## src/rtl/vha_pkg.sv

```systemverilog
package vha_pkg;

   localparam int COORD_BITS = 16;
   localparam int ANGLE_BITS = 16;
   localparam int STAGES     = 16;

   localparam int TURN_BITS      = 32;
   localparam int ATAN_ENTRIES   = 24;
   localparam int ATAN_IDX_BITS  = 5;
   localparam int STAGE_IDX_BITS = (STAGES > 1) ? $clog2(STAGES) : 1;

   // fraction bits kept below the pixel through every micro-rotation
   localparam int GUARD_SHIFT = 60 - COORD_BITS;

   // difference, negation and fold need coord+2 bits, gain and growth need two more
   localparam int VEC_BITS = COORD_BITS + GUARD_SHIFT + 4;

   localparam logic [TURN_BITS-1:0] HALF_TURN_Z = TURN_BITS'(1) << (TURN_BITS - 1);
   localparam logic [TURN_BITS-1:0] ROUND_BIAS  =
      TURN_BITS'(1) << (TURN_BITS - ANGLE_BITS - 1);

   localparam logic [ANGLE_BITS-1:0] HEADING_UP      = '0;
   localparam logic [ANGLE_BITS-1:0] HEADING_RIGHT   = ANGLE_BITS'(1) << (ANGLE_BITS - 2);
   localparam logic [ANGLE_BITS-1:0] HEADING_DOWN    = ANGLE_BITS'(1) << (ANGLE_BITS - 1);
   localparam logic [ANGLE_BITS-1:0] HEADING_LEFT    = HEADING_DOWN | HEADING_RIGHT;

   // atan(2^-i) as a fraction of one turn, 32-bit, rounded to nearest
   localparam logic [TURN_BITS-1:0] ATAN_TURNS [ATAN_ENTRIES] = '{
      32'd536870912, 32'd316933406, 32'd167458907, 32'd85004756,
      32'd42667331,  32'd21354465,  32'd10679838,  32'd5340245,
      32'd2670163,   32'd1335087,   32'd667544,    32'd333772,
      32'd166886,    32'd83443,     32'd41722,     32'd20861,
      32'd10430,     32'd5215,      32'd2608,      32'd1304,
      32'd652,       32'd326,       32'd163,       32'd81
   };

   typedef struct packed {
      logic signed [VEC_BITS-1:0]   u;
      logic signed [VEC_BITS-1:0]   v;
      logic [TURN_BITS-1:0]         z;
      logic                         axis;
      logic [ANGLE_BITS-1:0]        axis_heading;
   } vec_type;

   function automatic logic [TURN_BITS-1:0] atan_turn(input logic [STAGE_IDX_BITS-1:0] idx);
      atan_turn = ATAN_TURNS[ATAN_IDX_BITS'(idx)];
   endfunction

endpackage

```

## src/rtl/vha_prep.sv

```systemverilog
module vha_prep (
   input  logic                                  clock,
   input  logic                                  reset,
   input  logic                                  req_valid,
   output logic                                  req_ready,
   input  logic signed [vha_pkg::COORD_BITS-1:0] req_target_x,
   input  logic signed [vha_pkg::COORD_BITS-1:0] req_target_y,
   input  logic signed [vha_pkg::COORD_BITS-1:0] req_origin_x,
   input  logic signed [vha_pkg::COORD_BITS-1:0] req_origin_y,
   input  logic                                  out_ready,
   output logic                                  out_valid,
   output vha_pkg::vec_type                      out_data
);

   logic                                  valid_ff;
   vha_pkg::vec_type                      data_ff;
   vha_pkg::vec_type                      data_in;
   logic signed [vha_pkg::COORD_BITS:0]   dx;
   logic signed [vha_pkg::COORD_BITS:0]   dy;
   logic signed [vha_pkg::COORD_BITS+1:0] up;
   logic signed [vha_pkg::COORD_BITS+1:0] u_f;
   logic signed [vha_pkg::COORD_BITS+1:0] v_f;
   logic                                  dx_zero;
   logic                                  dy_zero;

   assign dx = (vha_pkg::COORD_BITS+1)'(req_target_x) - (vha_pkg::COORD_BITS+1)'(req_origin_x);
   assign dy = (vha_pkg::COORD_BITS+1)'(req_target_y) - (vha_pkg::COORD_BITS+1)'(req_origin_y);
   assign up = -((vha_pkg::COORD_BITS+2)'(dy));
   assign dx_zero = (dx == '0);
   assign dy_zero = (dy == '0);

   always_comb begin
      data_in = '0;
      // fold into the upper half plane by a half turn
      if (up[vha_pkg::COORD_BITS+1]) begin
         u_f       = -up;
         v_f       = -((vha_pkg::COORD_BITS+2)'(dx));
         data_in.z = vha_pkg::HALF_TURN_Z;
      end else begin
         u_f       = up;
         v_f       = (vha_pkg::COORD_BITS+2)'(dx);
         data_in.z = '0;
      end
      data_in.u = vha_pkg::VEC_BITS'(u_f) <<< vha_pkg::GUARD_SHIFT;
      data_in.v = vha_pkg::VEC_BITS'(v_f) <<< vha_pkg::GUARD_SHIFT;
      data_in.axis = dx_zero || dy_zero;
      if (dx_zero && dy_zero) begin
         data_in.axis_heading = vha_pkg::HEADING_RIGHT;
      end else if (dx_zero && dy[vha_pkg::COORD_BITS]) begin
         data_in.axis_heading = vha_pkg::HEADING_UP;
      end else if (dx_zero) begin
         data_in.axis_heading = vha_pkg::HEADING_DOWN;
      end else if (!dx[vha_pkg::COORD_BITS]) begin
         data_in.axis_heading = vha_pkg::HEADING_RIGHT;
      end else begin
         data_in.axis_heading = vha_pkg::HEADING_LEFT;
      end
   end

   assign req_ready = !valid_ff || out_ready;

   always_ff @(posedge clock) begin
      if (reset) begin
         valid_ff <= 1'b0;
      end else if (req_ready) begin
         valid_ff <= req_valid;
      end
      if (req_ready) begin
         data_ff <= data_in;
      end
   end

   assign out_valid = valid_ff;
   assign out_data  = data_ff;

endmodule

```

## config.mk

```make
export PLATFORM = sky130hd
export DESIGN_NAME = vha_prep
export DESIGN_NICKNAME = d
export VERILOG_FILES = /design/src/rtl/vha_pkg.sv /design/src/rtl/vha_prep.sv
export SDC_FILE = /design/constraint.sdc
export NUM_CORES = 1
export LEC_CHECK = 0
export BUFFER_PORTS_ARGS = -buffer_cell sky130_fd_sc_hd__buf_2
export CORE_ASPECT_RATIO = 1.5
export CORE_MARGIN = 10
export CORE_UTILIZATION = 50
export CTS_BUF_LIST = sky130_fd_sc_hd__clkbuf_2
export DETAILED_ROUTE_END_ITERATION = 16
export PLACE_DENSITY = 0.93
export REMOVE_ABC_BUFFERS = 1
export SLEW_MARGIN = 10
export SYNTH_ARGS = -nofsm -noshare
export SYNTH_HDL_FRONTEND = slang
export SYNTH_SLANG_ARGS = --single-unit
```

## constraint.sdc

```tcl
create_clock -name clock -period 5.45 [get_ports clock]
set_input_delay 1.09 -clock clock [delete_from_list [all_inputs] [get_ports clock]]
set_output_delay 1.09 -clock clock [all_outputs]
set_load 0.01 [all_outputs]
```

==> run metrics <==
CP Launch Type input port; WS Path Type input port to flip-flop; Clock Path Buffers 2; clk_lat worst skew 400 ps; P&R area growth vs syn 3.83%; Comb pwr share 54.6%; TritonCTS clock tree yes; Sw Pwr 584 uW; router iterations before antenna repair 4; R2R Setup Slk 4220 ps; Post-CTS Resized 0; area post-placement 0.00569 mm^2; first-pass GRT wire length 20,800 um; Clock transition at path regs 220 ps; GPL Wtd Cong 0.847; drt wl/cell 14.3 um; Clock Tree Root clkbuf_2; worst vdd ir 123 uV; worst-path fanout max 34; crit path time final 4510 ps; max_cap viols 0; share of power burned in registers 35.8%; worst-margin pin slew 732 ps; total gr overflow 0; io pins 247; TritonCTS Buffers 5; crit path launch req_target_y[0]; setup violators final 0; Post-synth EDFFs 40; Syn Area/Cell 8.52 um^2; Worst Setup EP out_data[163]; P_leak 0.00272 uW; post-route setup slack 942 ps; Multi-input gate area 0.00352 mm^2; drt initial violations 231; Initial Util 51.6%; vias per std cell 4.96; async set-reset flop share out of synthesis 0%; post-CTS setup buffer count 0; worst reg2reg path startpoint out_valid; htree depth 2; Critical Path Sink Type flip-flop; I/O Buffers 113; WP data required 5630 ps; register bit total from synthesis 41; Antenna Cells 0; Tightest Hold Check Type input port to flip-flop; leading cell type in the layout, fill and taps excluded conb_1; fmax 222 MHz; Worst Skew 10.7 ps; R2R cell count 2; commonest cells after routing, fill and taps aside 133 x conb_1, 113 x buf_2, 47 x inv_1; Final ANT Viol Nets 0; FF-to-FF End out_data[160]; DRC Markers 0; Final Hold Fails 0; share of layout cells above drive strength 1 20.7%; Switching Share 42.7%; sequential fraction of the synthesis area 22.1%; status finished clean; Hold Buf Count CTS 0; Netlist cell types 78; post-route setup TNS 0 ps; core box area 0.0107 mm^2; via count 4,455; die area 0.0157 mm^2; Chip Width 106 um; RSZ-0062 raised after global routing no; largest net degree at the start of global routing 43; internal power 782 uW; Slew HR 50.6%; GRT Overall Usage 15.3%; fin. max-slew vios 0; clk sink count 41; total wire length 12,800 um; post-place setup slack 532 ps; Period Utilization, post-route 82.7%; Post-DP HPWL 11,100 um; Hold Path Depth 2; DIE HEIGHT 149 um; cell area after synthesis 0.00552 mm^2; number of global-route vias before repair 4,630; PD cells 238 mW/mm^2; Std-Cell Rows 46; nets@finish 861; yosys warns 0; Arr. time, crit path 4690 ps; fill count 1,068; clock power share 9.6%; initial antenna violation count 0; Reg area 0.00122 mm^2; instance count of the mapped netlist 648; Post-synth top flop edfxtp_1; fin area 0.00573 mm^2; worst hold slack 822 ps
-- Yosys cell counts, types with 3 or more instances --
library cell	instances	share of area, %
clkbuf_1	5	0.34
nand3b_1	3	0.41
a211oi_1	10	1.4
nor3_1	8	0.73
ha_1	37	8.4
o21bai_1	3	0.41
a21oi_1	29	2.6
nand4_1	3	0.34
a31oi_1	5	0.57
a21o_1	9	1.2
o21ai_0	33	3.0
o21ai_1	3	0.27
nor2_1	37	2.5
edfxtp_1	40	22
and3_1	9	1.0
nand2b_1	13	1.5
o31ai_1	7	0.95
o2111ai_1	3	0.48
a31o_2	3	0.48
nand2_1	33	2.2
o211ai_1	5	0.68
inv_1	47	3.2
buf_4	137	19
nor2b_1	7	0.79
o21a_1	7	0.95
xnor2_1	37	5.9
mux2i_1	7	1.3
nor3b_1	3	0.41
nor4_1	5	0.57
buf_2	4	0.36
nand3_1	13	1.2
xor2_1	21	3.3
o311ai_0	3	0.48
and2_1	4	0.45
-- logic make-up after synthesis --
logic type	after synthesis	synth area share (%)
buffers and inverters	196	23.1
adders and majority gates	39	9.11
AOI/OAI and AO/OA	144	18.8
xor gates and xnor gates	61	10.2
other	1	0.0679
DFF	41	22.1
and+or+nand+nor	158	15.1
muxes	8	1.52
-- per-stage QoR --
step	std cells	power, uW	utilization [%]
floorplan	632	1010	-
global placement	891	1230	53.1
detailed placement	891	1240	53.1
CTS	899	1380	53.5
global route	899	1480	53.5
finish	899	1370	53.5
-- worst max-delay path, stage by stage --
cell	delay, ps
buf_2	70
inv_1	30
ha_1	210
fa_1	440
nand2b_1	250
a211oi_2	340
nor2_1	100
o221ai_1	300
o31ai_1	120
xor2_1	400
nand3_1	280
o21ai_4	380
inv_4	210
xor2_1	200
a21oi_2	170
xnor2_1	70
-- power by group through the flow --
stage               combinational (uW)  clock, uW  sequential (uW)
CTS                                748        137              492
global route                       834        149              501
floorplan                          464          0              550
detailed placement                 746          0              498
global placement                   735          0              494
finish                             746        131              488
-- how the worst min path moves through the flow --
stage	slack [ps]	start	to
3_5_place_dp	910	out_valid	out_data[110]
2_1_floorplan	1160	reset	out_valid
4_1_cts	780	reset	out_valid
6_report	820	reset	out_valid
5_1_grt	780	reset	out_valid
3_3_place_gp	910	out_valid	out_data[110]
-- layer usage --
layer | share of wire [%] | vias to the layer above | global-route usage [%]
li1 | - | 2214 | -
met1 | 38 | 2051 | 15.4
met2 | 52 | 182 | 28.7
met3 | 10 | 8 | 6.62
met4 | 0.75 | 0 | 2.51
met5 | 0 | - | 0
-- sequential cells by signal, indices dropped and copies added, names as in the netlist --
signal and count:
out_valid 1, out_data 40
-- area by class of cell --
type                            count  area share (%)
Tap cell                          144            3.14
Clock buffer                        5           0.437
Timing Repair Buffer              115            10.1
Inverter                           48            3.19
Clock inverter                      3           0.306
Sequential cell                    41            21.3
Multi-Input combinational cell    543            61.5
(Power assumes the default switching activity.)
