<file path="config.mk">
export PLATFORM = sky130hd
export DESIGN_NAME = vha_round
export DESIGN_NICKNAME = d
export VERILOG_FILES = /design/src/rtl/vha_pkg.sv /design/src/rtl/vha_round.sv
export SDC_FILE = /design/constraint.sdc
export NUM_CORES = 1
export LEC_CHECK = 0
export ABC_AREA = 1
export BUFFER_PORTS_ARGS = -buffer_cell sky130_fd_sc_hd__buf_2
export CORE_AREA = 2 2 77 79
export DETAILED_ROUTE_END_ITERATION = 8
export DIE_AREA = 0 0 79 81
export MAX_ROUTING_LAYER = met4
export PLACE_DENSITY = 0.7
export SYNTH_ARGS = -nofsm -noshare
export SYNTH_HDL_FRONTEND = slang
export SYNTH_SLANG_ARGS = --single-unit
</file>
<file path="constraint.sdc">
create_clock -name clock -period 1.2 [get_ports clock]
set_clock_uncertainty 0.15 [all_clocks]
set_input_delay 0.12 -clock clock [delete_from_list [all_inputs] [get_ports clock]]
set_output_delay 0.12 -clock clock [all_outputs]
set_load 0.005 [all_outputs]
</file>
<file path="src/rtl/vha_pkg.sv">
package vha_pkg;

   localparam int COORD_BITS = 16;
   localparam int ANGLE_BITS = 16;
   localparam int STAGES     = 16;

   localparam int TURN_BITS      = 32;
   localparam int ATAN_ENTRIES   = 24;
   localparam int ATAN_IDX_BITS  = 5;
   localparam int STAGE_IDX_BITS = (STAGES > 1) ? $clog2(STAGES) : 1;

   // fraction bits kept below the pixel through every micro-rotation
   localparam int GUARD_SHIFT = 60 - COORD_BITS;

   // difference, negation and fold need coord+2 bits, gain and growth need two more
   localparam int VEC_BITS = COORD_BITS + GUARD_SHIFT + 4;

   localparam logic [TURN_BITS-1:0] HALF_TURN_Z = TURN_BITS'(1) << (TURN_BITS - 1);
   localparam logic [TURN_BITS-1:0] ROUND_BIAS  =
      TURN_BITS'(1) << (TURN_BITS - ANGLE_BITS - 1);

   localparam logic [ANGLE_BITS-1:0] HEADING_UP      = '0;
   localparam logic [ANGLE_BITS-1:0] HEADING_RIGHT   = ANGLE_BITS'(1) << (ANGLE_BITS - 2);
   localparam logic [ANGLE_BITS-1:0] HEADING_DOWN    = ANGLE_BITS'(1) << (ANGLE_BITS - 1);
   localparam logic [ANGLE_BITS-1:0] HEADING_LEFT    = HEADING_DOWN | HEADING_RIGHT;

   // atan(2^-i) as a fraction of one turn, 32-bit, rounded to nearest
   localparam logic [TURN_BITS-1:0] ATAN_TURNS [ATAN_ENTRIES] = '{
      32'd536870912, 32'd316933406, 32'd167458907, 32'd85004756,
      32'd42667331,  32'd21354465,  32'd10679838,  32'd5340245,
      32'd2670163,   32'd1335087,   32'd667544,    32'd333772,
      32'd166886,    32'd83443,     32'd41722,     32'd20861,
      32'd10430,     32'd5215,      32'd2608,      32'd1304,
      32'd652,       32'd326,       32'd163,       32'd81
   };

   typedef struct packed {
      logic signed [VEC_BITS-1:0]   u;
      logic signed [VEC_BITS-1:0]   v;
      logic [TURN_BITS-1:0]         z;
      logic                         axis;
      logic [ANGLE_BITS-1:0]        axis_heading;
   } vec_type;

   function automatic logic [TURN_BITS-1:0] atan_turn(input logic [STAGE_IDX_BITS-1:0] idx);
      atan_turn = ATAN_TURNS[ATAN_IDX_BITS'(idx)];
   endfunction

endpackage

</file>
<file path="src/rtl/vha_round.sv">
module vha_round (
   input  logic                                clock,
   input  logic                                reset,
   input  logic                                in_valid,
   output logic                                in_ready,
   input  vha_pkg::vec_type                    in_data,
   input  logic                                rsp_ready,
   output logic                                rsp_valid,
   output logic [vha_pkg::ANGLE_BITS-1:0]      rsp_heading
);

   logic                              valid_ff;
   logic [vha_pkg::ANGLE_BITS-1:0]    heading_ff;
   logic [vha_pkg::ANGLE_BITS-1:0]    heading_in;
   logic [vha_pkg::TURN_BITS-1:0]     z_r;

   // round half up, wraps modulo one turn
   assign z_r = in_data.z + vha_pkg::ROUND_BIAS;
   assign heading_in = in_data.axis ? in_data.axis_heading
                                    : z_r[vha_pkg::TURN_BITS-1 -: vha_pkg::ANGLE_BITS];

   assign in_ready = !valid_ff || rsp_ready;

   always_ff @(posedge clock) begin
      if (reset) begin
         valid_ff <= 1'b0;
      end else if (in_ready) begin
         valid_ff <= in_valid;
      end
      if (in_ready) begin
         heading_ff <= heading_in;
      end
   end

   assign rsp_valid   = valid_ff;
   assign rsp_heading = heading_ff;

endmodule

</file>
==> results of run 1 <==
[final cells by class]
cell class,instances,area [µm²]
clock buffers,4,45.04
fillers,634,3945
well taps,75,93.84
multi-input cells,117,555.5
flip-flops and latches,17,501.7
inverters,19,71.32
repair buffers,74,462.9
[worst reg2reg max path: stages (launching register included)]
cell and delay [ns]:
dfxtp_2 0.32, nand2_2 0.08, buf_12 0.10, buf_12 0.14
[power by group through the flow]
stage	Clock [mW]	Sequential [mW]	Combinational (mW)
after detailed placement	0	0.743	0.349
final	0.414	0.733	0.362
after global routing	0.450	0.739	0.403
after CTS	0.435	0.734	0.365
after floorplan	0	0.748	0.127
after global placement	0	0.745	0.340
[worst min-delay path by stage]
stage                           end  depth (start not counted)
finish              rsp_heading[10]                          3
global route        rsp_heading[10]                          3
CTS                  rsp_heading[3]                          3
detailed placement        rsp_valid                          2
global placement          rsp_valid                          2
floorplan                 rsp_valid                          1
[metal layers]
layer,up-vias,wire length [µm]
li1,656,-
met1,572,1866
met2,48,1602
met3,4,195
met4,0,48
met5,-,0
[layout by cell type (no fill, tap or decap)]
cell	count
inv_1	19
o21ai_0	3
nor2_2	3
o21ai_1	4
clkbuf_1	1
nand2_2	5
nand3_1	16
edfxtp_1	16
a21oi_1	8
buf_2	55
clkbuf_8	3
nor2_4	3
nand4_1	2
buf_4	13
dfxtp_2	1
dlygate4sd3_1	3
o21bai_1	5
nand2_1	55
ha_2	1
buf_12	3
nor2_1	12
[logic make-up (layout without fill, tap and decap cells)]
logic type / after synthesis / after routing / synth area share, %
buffers and inverters: 22 / 97 / 7.811
and+or+nand+nor: 96 / 96 / 37.18
adders and majority gates: 1 / 1 / 1.100
AOI/OAI and AO/OA: 20 / 20 / 9.901
DFF: 17 / 17 / 44.00
[sequential cells by signal, summed over array words and instances (netlist names)]
register     count
rsp_heading     16
rsp_valid        1
[what timing repair did]
action / CTS / global route
gates resized for setup: 1 / 2
endpoints found under the hold margin: 2 / 0
endpoints found under the setup margin: 1 / 4
hold buffers: 3 / 0
pin swaps: 0 / 0
setup buffers: 1 / 0
==> key figures, run 1 <==
Global routing
  • Global Route met1 Usage: 16.86%
  • Number of global-route vias before repair: 1234
  • First-pass GRT wire length: 5796 µm
  • GRT met2 Usage: 18.22%
  • Grt peak-use layer: met2
  • Initial antenna violation count: 0
  • Largest net degree at the start of global routing: 18
  • Grt total ovfl: 0
  • All-Layer GR Usage: 12.22%
  • GRT met3 Usage: 1.778%

Synthesis
  • Post-synth EDFFs: 16
  • Top_reg_cell synth: edfxtp_1
  • Post-synthesis register bit count: 17
  • Cell with the most instances after synthesis: nand2_1
  • Mean post-synth cell area: 7.291 µm²
  • Seq/Total Area, Yosys: 44.00%
  • Post-synth cell types: 17
  • Fraction of registers with async set/reset: 0%
  • Top cells by count, synth: nand2_1 (56), inv_1 (19), edfxtp_1 (16), nand3_1 (16), nor2_1 (13)
  • Syn_nets: 338
  • YS warnings: 0
  • Synth top area cells: edfxtp_1 (42%), nand2_1 (18%), nand3_1 (7.0%)
  • Leading area contributor after synthesis: edfxtp_1
  • Mapped Area: 1137 µm²
  • Post-synthesis cell count: 156
  • Post-synth top area share: 42.24%

Cells and area
  • Nets: 414
  • Post-route cell area: 1730 µm²
  • P&R area growth vs syn: 52.15%
  • Number of diodes: 0
  • Fin util: 30.49%
  • Share of layout cells above drive strength 1: 37.66%
  • Non-Filler Instances: 306

Clocking
  • Clk sinks: 17
  • H-tree levels: 1
  • CTS root buffer: clkbuf_8
  • Max Root-Sink Buffers: 2
  • TritonCTS clock tree: done
  • Num CTS Buffers: 3
  • Worst-path clk slew: 0.06 ns
  • Worst skew pair latency: 0.24 ns

Power and ir drop
  • Flop pwr share: 48.6%
  • Switching Share: 25.33%
  • Psw: 382.3 µW
  • Final total power: 1.509 mW
  • Logic gate share of total power: 24.0%
  • Clk pwr share: 27.4%
  • Internal power: 1.127 mW
  • Leak pwr: 0.8624 nW
  • P per Cell Area: 872.1 nW/µm²
  • Maximum vdd drop: 0.3808 mV

Placement
  • Area after DPL: 1629 µm²
  • Setup WS pre-CTS: -0.2036 ns
  • DPL Wire Length: 3070 µm
  • Gpl congestion: 0.8120
  • Port Buffers: 55
  • Post-Place Cells: 298

Timing
  • Slew headroom: 88.40%
  • Hold Slack: 0.001504 ns
  • Final setup fails: 0
  • Fin crit share: 94.99%
  • Final worst slack: 0.06010 ns
  • Fin crit period: 1.140 ns
  • Pins Over Slew Limit: 0
  • Fmax: 877.3 MHz
  • Sum Neg Setup Slack: 0 ns
  • Measured slew at the worst slew-check pin: 0.1737 ns
  • Final Hold Fails: 0

Routing
  • Pre-antenna DRT Iters: 4
  • DR vias/cell: 4.183
  • Total number of vias: 1280
  • DRC Markers: 0
  • Routed wire length: 3712 µm
  • Final ANT Viol Nets: 0
  • Per-cell routed wire length: 12.13 µm
  • Initial DRC Count: 43

Die
  • # rows: 28
  • Die width: 79 µm
  • Die area: 6399 µm²
  • Die Span Y: 81 µm
  • Boundary pin count: 199
  • Core Box Area: 5675 µm²
  • Initial Util: 20.04%

Hold path
  • Hold Path Origin: in_data[10]
  • Hold Crit Class: input pin to flip-flop

Critical path
  • Top delay family on crit path: flip-flops
  • Worst-path cell chain: nand2_2 > buf_12 > buf_2
  • WP data required: 0.93 ns
  • Worst Setup End Kind: output port
  • FF-to-FF path depth: 3
  • Worst setup endpoint: in_ready
  • Startpoint Class: flip-flop
  • CP peak stage delay: 0.32 ns
  • Crit path depth: 3
  • Critical Setup Path Class: flip-flop to output port
  • Buf/Inv on CP: 2
  • Critical path origin: rsp_valid
  • Worst R2R Start: rsp_valid
  • Slowest cell on crit path: dfxtp_2
  • Critical Path AT: 0.87 ns
  • Worst-path maximum fanout: 2
  • R2R Path End: rsp_heading[14]
  • Reg2Reg Setup Slack: 0.12 ns

Job
  • Total of max-cap violations: 0

Status
  • Status: complete, no violations
Note: power is estimated with default switching activity, not from simulation.
==> inputs of run 2 (changes only) <==
--- a/config.mk
+++ b/config.mk
@@ -11,7 +11,7 @@
 export DETAILED_ROUTE_END_ITERATION = 8
 export DIE_AREA = 0 0 79 81
 export MAX_ROUTING_LAYER = met4
-export PLACE_DENSITY = 0.7
+export PLACE_DENSITY = 0.67
 export SYNTH_ARGS = -nofsm -noshare
 export SYNTH_HDL_FRONTEND = slang
 export SYNTH_SLANG_ARGS = --single-unit
==> key figures, run 2 (synthesis results as in run 1) <==
Die
  • Die area: 6399 µm²
  • Die width: 79 µm
  • # rows: 28
  • Initial Util: 20.04%
  • Core Box Area: 5675 µm²
  • Die Span Y: 81 µm
  • Boundary pin count: 199

Timing
  • Final setup fails: 0
  • Final Hold Fails: 1
  • Measured slew at the worst slew-check pin: 0.1904 ns
  • Fin crit share: 96.79%
  • Slew headroom: 87.31%
  • Pins Over Slew Limit: 0
  • Hold Slack: -0.002643 ns
  • Fin crit period: 1.162 ns
  • Fmax: 860.9 MHz

Job
  • Total of max-cap violations: 0

Cells and area
  • Non-Filler Instances: 311
  • Post-route cell area: 1769 µm²
  • Nets: 419
  • Fill cells: 635
  • Number of diodes: 0
  • P&R area growth vs syn: 55.56%
  • Share of layout cells above drive strength 1: 37.29%
  • Commonest non-fill, non-tap cells in the layout: nand2_1 (55), buf_2 (55), inv_1 (19)
  • Multi-input logic area: 555.5 µm²
  • Register area: 501.7 µm²
  • Fin util: 31.17%
  • Max reg flops: 16

Routing
  • DR vias/cell: 4.158
  • Per-cell routed wire length: 12.36 µm
  • Initial DRC Count: 49
  • Total number of vias: 1293
  • Final ANT Viol Nets: 0
  • DRC Markers: 0
  • Routed wire length: 3843 µm
  • Pre-antenna DRT Iters: 4

Placement
  • DPL Wire Length: 3053 µm
  • Post-Place Cells: 298
  • Port Buffers: 55
  • Gpl congestion: 0.8487
  • Area after DPL: 1617 µm²

Global routing
  • First-pass GRT wire length: 6016 µm
  • All-Layer GR Usage: 12.83%
  • Number of global-route vias before repair: 1203
  • Grt total ovfl: 0
  • Initial antenna violation count: 0
  • Largest net degree at the start of global routing: 19

Clocking
  • CTS root buffer: clkbuf_8
  • Num CTS Buffers: 3
  • H-tree levels: 1
  • Worst skew pair latency: 0.26 ns
  • Worst-path clk slew: 0.07 ns
  • Clk sinks: 17
  • Max Root-Sink Buffers: 2
  • TritonCTS clock tree: done

Critical path
  • Worst-path maximum fanout: 2
  • Critical Path AT: 0.89 ns
  • CP peak stage delay: 0.33 ns
  • Slowest cell on crit path: dfxtp_2
  • WP data required: 0.93 ns
  • Critical Setup Path Class: flip-flop to output port
  • Startpoint Class: flip-flop
  • Worst Setup End Kind: output port
  • Worst-path cell chain: nand2_2 > buf_12 > buf_2

Hold path
  • Hold Crit Class: input pin to flip-flop

Power and ir drop
  • Maximum vdd drop: 0.3732 mV
  • Leak pwr: 0.8818 nW
  • P per Cell Area: 877.7 nW/µm²

Status
  • Failing checks: hold timing
  • Status: finished, violations left
-- run 2: changes by cell type in the layout (fill, tap and decap cells not counted), sizes merged --
cell         delta
clkbuf          -1
dlygate4sd3     +5
clkinv          +1
-- run 2: path summary, 6_finish.rpt --
path / startpoint / end / slack (ns) / cells past startpoint
min reg2reg: rsp_valid / rsp_valid / 0.60 / 4
max: rsp_valid / in_ready / 0.04 / 3
max reg2reg: rsp_valid / rsp_heading[2] / 0.11 / 3
min: in_data[15] / rsp_heading[15] / -0.003 / 3
-- run 2: layout make-up --
cell class / count / share of cell area, %
repair buffers: 79 / 28.29
clock buffers: 3 / 2.334
multi-input cells: 117 / 31.40
well taps: 75 / 5.304
flip-flops and latches: 17 / 28.36
inverters: 19 / 4.031
clock inverters: 1 / 0.2829
-- run 2: what timing repair did --
item / in CTS / in global routing
gates cloned: 0 / 0
endpoints found under the hold margin: 6 / 1
hold buffers: 7 / 1
endpoints found under the setup margin: 1 / 5
gates resized for setup: 1 / 2
buffers inserted: 1 / 0
-- run 2: worst max-delay path: cells and delay by family, from the launching register on --
kind / cells / cell delay, ns
buf+inv: 2 / 0.23
flops: 1 / 0.33
simple gates: 1 / 0.06
-- run 2: power breakdown --
part	total (mW)	switching, mW	internal [mW]
clock network	0.449	0.218	0.231
logic	0.371	0.187	0.183
registers	0.733	0.0193	0.714
total	1.55	0.425	1.13
-- run 2: stage by stage --
step	TNS (ns)	total power [mW]	worst slack [ns]
floorplan	0	0.8752	0.04325
global placement	-1.458	1.083	-0.1949
detailed placement	-1.757	1.085	-0.2140
CTS	0	1.560	0.03728
global route	-0.001578	1.641	-0.001567
finish	0	1.553	0.03848
-- run 2: metal layers --
| metal | vias up | share of wire, % | track usage (%) |
|---|---|---|---|
| met4 | 0 | 1.3 | 4.828 |
| met5 | - | 0 | - |
| li1 | 665 | - | - |
| met2 | 49 | 43 | 18.31 |
| met1 | 573 | 51 | 18.44 |
| met3 | 6 | 5.3 | 1.667 |
